File: src/dbhm_pkg.sv
`default_nettype none

package dbhm_pkg;

	// fixed field widths
	localparam int LEVEL_WIDTH     = 17;
	localparam int SCALE_WIDTH     = 18;
	localparam int SCALE_FRAC_BITS = 16;
	localparam int CHAN_WIDTH      = 8;
	localparam int POS_WIDTH       = LEVEL_WIDTH + SCALE_WIDTH;

	// parameter defaults
	localparam int DEF_LEVEL_FRAC_BITS = 8;
	localparam int DEF_BLEND_FRAC_BITS = 8;

	// colour table
	localparam int TABLE_LEN   = 19;
	localparam int LAST_INDEX  = TABLE_LEN - 1;
	localparam int TAB_IDX_W   = $clog2(TABLE_LEN);

	localparam logic [SCALE_WIDTH-1:0] STEP_SCALE_RESET = SCALE_WIDTH'(9830);

	typedef struct packed {
		logic [CHAN_WIDTH-1:0] r;
		logic [CHAN_WIDTH-1:0] g;
		logic [CHAN_WIDTH-1:0] b;
	} rgb_t;

	localparam rgb_t HEAT_TABLE [TABLE_LEN] = '{
		'{8'd255, 8'd255, 8'd255},
		'{8'd240, 8'd254, 8'd216},
		'{8'd242, 8'd251, 8'd185},
		'{8'd253, 8'd245, 8'd143},
		'{8'd253, 8'd200, 8'd102},
		'{8'd252, 8'd144, 8'd66},
		'{8'd252, 8'd75,  8'd32},
		'{8'd237, 8'd28,  8'd41},
		'{8'd214, 8'd3,   8'd64},
		'{8'd183, 8'd3,   8'd101},
		'{8'd157, 8'd3,   8'd122},
		'{8'd122, 8'd3,   8'd126},
		'{8'd80,  8'd2,   8'd110},
		'{8'd45,  8'd2,   8'd89},
		'{8'd19,  8'd2,   8'd70},
		'{8'd1,   8'd3,   8'd53},
		'{8'd1,   8'd3,   8'd37},
		'{8'd1,   8'd2,   8'd19},
		'{8'd0,   8'd0,   8'd0}
	};

	localparam rgb_t COLOUR_WHITE = HEAT_TABLE[0];

endpackage

`default_nettype wire

File: src/dbhm_blend.sv
`default_nettype none

// Linear blend of two channel values, rounding half up
module dbhm_blend #(
	parameter int BLEND_FRAC_BITS = dbhm_pkg::DEF_BLEND_FRAC_BITS
) (
	input  wire logic [dbhm_pkg::CHAN_WIDTH-1:0] a,
	input  wire logic [dbhm_pkg::CHAN_WIDTH-1:0] b,
	input  wire logic [BLEND_FRAC_BITS-1:0]      frac,
	output logic      [dbhm_pkg::CHAN_WIDTH-1:0] y
);
	import dbhm_pkg::*;

	localparam int WW = BLEND_FRAC_BITS + 1;
	localparam int SW = CHAN_WIDTH + WW + 1;

	localparam logic [WW-1:0] ONE  = WW'(1) << BLEND_FRAC_BITS;
	localparam logic [SW-1:0] HALF = SW'(1) << (BLEND_FRAC_BITS - 1);

	logic [WW-1:0] w_a;
	logic [SW-1:0] sum;

	// weight a by the complement, b by the fraction
	always_comb begin
		w_a = ONE - {1'b0, frac};
		sum = SW'(a) * SW'(w_a) + SW'(b) * SW'(frac) + HALF;
		y   = sum[BLEND_FRAC_BITS +: CHAN_WIDTH];
	end

endmodule

`default_nettype wire

File: src/db_heatmap_colour_map_core.sv
`default_nettype none

// Channel   | Direction | Handshake                   | Payload
// level     | in        | level_valid / level_ready   | level_db (Q8.8, signed)
// colour    | out       | colour_valid / colour_ready | red, green, blue
// step_scale| config    | step_scale_we               | step_scale_wdata (Q2.16)
//
// One request per clock sustained while colour_ready is high; four register
// stages (magnitude, multiply, lookup, blend), and colour_valid is the valid bit
// of the blend stage, the last of them.
// The 17x18 position multiply and the table lookup set the stage depth.
// arst_n clears all valid bits and loads step_scale with the -120 dB floor.
// Each stage takes a new request when empty or when the next one moves, so
// a stalled output holds its request and bubbles upstream still close up.
module db_heatmap_colour_map_core #(
	parameter int LEVEL_FRAC_BITS = dbhm_pkg::DEF_LEVEL_FRAC_BITS,
	parameter int BLEND_FRAC_BITS = dbhm_pkg::DEF_BLEND_FRAC_BITS
) (
	input  wire logic                               clk,
	input  wire logic                               arst_n,
	input  wire logic                               step_scale_we,
	input  wire logic [dbhm_pkg::SCALE_WIDTH-1:0]   step_scale_wdata,
	input  wire logic                               level_valid,
	output logic                                    level_ready,
	input  wire logic signed [dbhm_pkg::LEVEL_WIDTH-1:0] level_db,
	output logic                                    colour_valid,
	input  wire logic                               colour_ready,
	output logic      [dbhm_pkg::CHAN_WIDTH-1:0]    red,
	output logic      [dbhm_pkg::CHAN_WIDTH-1:0]    green,
	output logic      [dbhm_pkg::CHAN_WIDTH-1:0]    blue
);
	import dbhm_pkg::*;

	localparam int POS_FRAC_BITS = LEVEL_FRAC_BITS + SCALE_FRAC_BITS;
	localparam int IDX_W         = POS_WIDTH - POS_FRAC_BITS;
	localparam logic [IDX_W-1:0] IDX_LAST = IDX_W'(LAST_INDEX);

	logic [SCALE_WIDTH-1:0] step_scale_q;

	logic                   v_s1, v_s2, v_s3, v_s4;
	logic                   rdy_s1, rdy_s2, rdy_s3, rdy_s4;
	logic                   neg_s1, neg_s2;
	logic [LEVEL_WIDTH-1:0] mag_s1;
	logic [POS_WIDTH-1:0]   pos_s2;
	rgb_t                   col_a_s3, col_b_s3;
	logic [BLEND_FRAC_BITS-1:0] frac_s3;
	rgb_t                   col_s4;

	logic [IDX_W-1:0]       idx;
	logic                   is_black;
	logic [TAB_IDX_W-1:0]   tsel;
	rgb_t                   col_a, col_b, col_blend;
	logic [BLEND_FRAC_BITS-1:0] frac;

	// hold the step scale register
	always_ff @(posedge clk or negedge arst_n) begin
		if (!arst_n) begin
			step_scale_q <= STEP_SCALE_RESET;
		end else if (step_scale_we) begin
			step_scale_q <= step_scale_wdata;
		end
	end

	// per-stage ready: take a request when empty or when it moves on
	always_comb begin
		rdy_s4 = !v_s4 || colour_ready;
		rdy_s3 = !v_s3 || rdy_s4;
		rdy_s2 = !v_s2 || rdy_s3;
		rdy_s1 = !v_s1 || rdy_s2;
	end

	assign level_ready = rdy_s1;

	// advance valid bits
	always_ff @(posedge clk or negedge arst_n) begin
		if (!arst_n) begin
			v_s1 <= 1'b0;
			v_s2 <= 1'b0;
			v_s3 <= 1'b0;
			v_s4 <= 1'b0;
		end else begin
			if (rdy_s1) v_s1 <= level_valid;
			if (rdy_s2) v_s2 <= v_s1;
			if (rdy_s3) v_s3 <= v_s2;
			if (rdy_s4) v_s4 <= v_s3;
		end
	end

	// stage 3 lookup: a non-negative level is white, else the integer part picks the entry, at or past the last is black
	always_comb begin
		idx      = pos_s2[POS_WIDTH-1:POS_FRAC_BITS];
		is_black = neg_s2 && (idx >= IDX_LAST);
		tsel     = is_black ? TAB_IDX_W'(LAST_INDEX) : idx[TAB_IDX_W-1:0];
		frac     = pos_s2[POS_FRAC_BITS-1 -: BLEND_FRAC_BITS];
		if (!neg_s2) begin
			col_a = COLOUR_WHITE;
			col_b = COLOUR_WHITE;
			frac  = '0;
		end else if (is_black) begin
			col_a = HEAT_TABLE[LAST_INDEX];
			col_b = HEAT_TABLE[LAST_INDEX];
			frac  = '0;
		end else begin
			col_a = HEAT_TABLE[tsel];
			col_b = HEAT_TABLE[tsel + TAB_IDX_W'(1)];
		end
	end

	// stage 4 blend, one unit per channel
	dbhm_blend #(.BLEND_FRAC_BITS(BLEND_FRAC_BITS)) u_blend_r (
		.a(col_a_s3.r), .b(col_b_s3.r), .frac(frac_s3), .y(col_blend.r)
	);
	dbhm_blend #(.BLEND_FRAC_BITS(BLEND_FRAC_BITS)) u_blend_g (
		.a(col_a_s3.g), .b(col_b_s3.g), .frac(frac_s3), .y(col_blend.g)
	);
	dbhm_blend #(.BLEND_FRAC_BITS(BLEND_FRAC_BITS)) u_blend_b (
		.a(col_a_s3.b), .b(col_b_s3.b), .frac(frac_s3), .y(col_blend.b)
	);

	// advance payload
	always_ff @(posedge clk) begin
		if (level_valid && rdy_s1) begin
			neg_s1 <= level_db[LEVEL_WIDTH-1];
			mag_s1 <= ~level_db + LEVEL_WIDTH'(1);
		end
		if (v_s1 && rdy_s2) begin
			neg_s2 <= neg_s1;
			pos_s2 <= {{SCALE_WIDTH{1'b0}}, mag_s1} * {{LEVEL_WIDTH{1'b0}}, step_scale_q};
		end
		if (v_s2 && rdy_s3) begin
			col_a_s3 <= col_a;
			col_b_s3 <= col_b;
			frac_s3  <= frac;
		end
		if (v_s3 && rdy_s4) begin
			col_s4 <= col_blend;
		end
	end

	assign colour_valid = v_s4;
	assign red          = col_s4.r;
	assign green        = col_s4.g;
	assign blue         = col_s4.b;

endmodule

`default_nettype wire

File: config.mk
export PLATFORM = sky130hd
export DESIGN_NAME = db_heatmap_colour_map_core
export DESIGN_NICKNAME = d
export VERILOG_FILES = /design/src/dbhm_pkg.sv /design/src/dbhm_blend.sv /design/src/db_heatmap_colour_map_core.sv
export SDC_FILE = /design/constraint.sdc
export NUM_CORES = 2
export LEC_CHECK = 0
export BUFFER_PORTS_ARGS = -buffer_cell sky130_fd_sc_hd__buf_2
export CAP_MARGIN = 10
export CELL_PAD_IN_SITES_DETAIL_PLACEMENT = 1
export CELL_PAD_IN_SITES_GLOBAL_PLACEMENT = 2
export CORE_MARGIN = 2
export CORE_UTILIZATION = 43
export DETAILED_ROUTE_END_ITERATION = 16
export HOLD_SLACK_MARGIN = 0.02
export PLACE_DENSITY = 0.83
export SETUP_SLACK_MARGIN = 0.1
export SYNTH_ARGS = -nofsm -noshare
export SYNTH_HDL_FRONTEND = slang
export SYNTH_SLANG_ARGS = --single-unit
File: constraint.sdc
create_clock -name clk -period 8.93 [get_ports clk]
set_input_delay 0 -clock clk [delete_from_list [all_inputs] [get_ports clk]]
set_output_delay 0 -clock clk [all_outputs]
set_load 0.01 [all_outputs]
==> results by group <==
Status
  • Status: finished, final reports clean

Job
  • Max Cap Viol: 0

STA
  • Fin. max-slew vios: 0
  • RSZ-0062 raised after global routing: no
  • Clk_skew: 0.0168 ns
  • Fmax: 132 MHz
  • Final Hold Viols: 0
  • Fin crit share: 85.0%
  • Relative slew slack: 30.4%
  • Worst-margin pin slew: 1.04 ns
  • Setup violators final: 0
  • Tmin final: ~7.6 ns
  • Final TNS setup: 0 ns

Placed design
  • Port-buffer cells: 65
  • Post-DP HPWL: 62.4 mm
  • Placer Congestion: 0.879
  • Placed insts: 3913

Cells and area
  • Nets: 3999
  • Share of layout cells above drive strength 1: under 10%
  • Post-route insts no fill: 3993
  • Register area: 4040 um2
  • Synth-to-Final Area Change: 7.87%
  • Number of fill cells: 7686
  • Multi-input gate area: 21700 um2
  • Finished Core Util: 46.6%

Die
  • IO Pins: 66
  • Initial core utilization: 43.2%
  • DIE AREA: between 60000 and 70000 um2
  • Core area: approximately 67000 um2
  • Core Rows: 95
  • Die Y-Extent: 263 um
  • Die W: 263 um

Route
  • Via count: 20571
  • Post-DR vias/cell: approximately 5.2
  • WL/cell: 19.2 um
  • Drt total wl: 76.8 mm
  • Drt drc: 0
  • Initial drt markers: 933
  • ANT nets after route: 0
  • Detailed-router iteration count before antenna repair: 4

Clocking
  • Skew-Pair Late Insertion Delay: 0.49 ns
  • Worst-path clk slew: 0.08 ns
  • Root buffer cell: clkbuf_16
  • Num CTS Buffers: 17
  • CTS tree: built
  • H-tree Lvls: 4
  • Post-CTS setup repair buffer count: 0
  • Hold buffers post-CTS: 47
  • Cells resized by post-CTS repair: 0
  • Clock sinks: about 140
  • Clock Tree Buf Depth: 2

Worst setup path
  • Critical path class: flip-flop to flip-flop
  • Worst Path Arrival: 7.84 ns
  • CP endpoint kind: flip-flop
  • Max FO, Critical Path: 26
  • WP data required: 9.17 ns
  • Setup crit start kind: flip-flop

Synth
  • Mean area per synthesized cell: about 9.4 um2
  • Synth Flop Type: edfxtp_1
  • EDFF count, synth: 116
  • Ranking of synthesized cells by area: fa_1, ha_1, edfxtp_1, inv_1, and2_1
  • Post-synth top area share: 37.2%
  • Syn Inst Count: 3068
  • Post-synth top area cell: fa_1
  • Post-Syn Nets: 3961
  • Synth cell types: between 70 and 80
  • Synth warn: 0
  • Post-synthesis sequential area ratio: between 10 and 15%
  • Yosys reg bits: ~140
  • Fraction of registers with async set/reset: 15.9%
  • Post-synth top cells: inv_1, fa_1, nand2_1
  • Mapped Area: approximately 29000 um2
  • Most numerous cell in the Yosys netlist: inv_1

Global route
  • Initial antenna violation count: 4
  • GRT overflow: 0
  • Pin count of the biggest net entering global routing: 57
  • Vias in the first global route: about 24000
  • Gr usage total: about a quarter
  • First-pass GRT wire length: between 100 and 150 mm

Min path
  • Min-delay worst type: input pin to async pin
[logic make-up after synthesis]
kind of cell,after synthesis,synth area share (%)
multiplexers,25,1.04
AO/OA/AOI/OAI,186,4.21
flip-flops,138,14.0
AND/OR/NAND/NOR,932,16.3
buffers and inverters,857,11.2
adder cells (fa/ha/maj),853,50.9
XOR/XNOR,77,2.34
[area by class of cell]
cell class | instances | area share, %
inverters | 739 | 8.91
flip-flops and latches | 138 | 13.0
well taps | 873 | 3.51
diodes | 1 | 0.00803
repair buffers | 137 | 3.16
multi-input cells | 2073 | 69.5
clock buffers | 17 | 1.37
clock inverters | 15 | 0.558
[metal layers]
metal  GRT usage [%]  part of all wire [%]  wire length, um  vias up
met2            41.5                    51            39400      361
met4            6.86                   2.4             1880        0
li1                -                     -                -     9268
met3            3.01                   3.5             2710      112
met1            30.3                    43            32800    10830
met5               0                     0                0        -
[critical path, stage by stage (launching register included)]
cell and delay [ns]:
edfxtp_1 0.33, buf_4 0.31, nor2_1 0.11, nand3_1 0.12
nor2_1 0.07, xnor2_2 0.81, buf_4 0.30, nand2_1 0.09
fa_1 0.56, inv_1 0.06, fa_1 0.54, inv_1 0.06
fa_1 0.50, inv_1 0.05, fa_1 0.53, inv_1 0.05
fa_1 0.47, inv_1 0.05, fa_1 0.44, ha_1 0.29
o21ai_0 0.09, nand2b_1 0.13, a31o_2 0.26, a41oi_1 0.31
o21ai_1 0.18, o41a_1 0.38, a21oi_1 0.19, xnor2_1 0.07
[layout by cell type, fill, tap and decap left out, drive strengths merged, types with 58 or more instances in the layout]
master | synthesis | routed
ha | 316 | 316
nand2 | 379 | 379
fa | 537 | 537
xnor2 | 58 | 58
edfxtp | 116 | 116
o21ai | 70 | 70
inv | 738 | 747
buf | 14 | 90
nor2 | 70 | 70
and2 | 366 | 366
[final timing paths]
| path | cells after the start | from | end | slack (ns) |
|---|---|---|---|---|
| worst max-delay path | 27 | frac_s3[2] | red[7] | 1.34 |
| worst min-delay path | 2 | arst_n | step_scale_q[8] | 0.05 |
| worst max register to register | 27 | frac_s3[2] | red[7] | 1.34 |
| worst min register to register | 0 | neg_s1 | neg_s2 | 0.46 |
| max in group asynchronous | 2 | arst_n | v_s2 | 8.47 |
| min in group clk | 2 | step_scale_we | step_scale_q[1] | 0.06 |
[flip-flops by register name, summed over array words and instances, names as in the netlist, 8 cells and up]
register and flops:
col_a_s3 23, col_b_s3 23, pos_s2 19, step_scale_q 18
mag_s1 17, blue 8, frac_s3 8, green 8
red 8
[stage by stage]
step | setup WS, ns | hold slack [ns] | area [um2]
after floorplan | 2.22 | -0.296 | 28900
after global placement | 1.44 | 0.0207 | 30100
after global routing | 0.858 | 0.0474 | 31100
after CTS | 1.29 | 0.0243 | 31100
final | 1.34 | 0.0452 | 31100
after detailed placement | 1.31 | 0.0351 | 30100
Power is left out: the tool's default activity adds up to more than one toggle a clock period on the data nets, which glitch-free logic cannot reach.
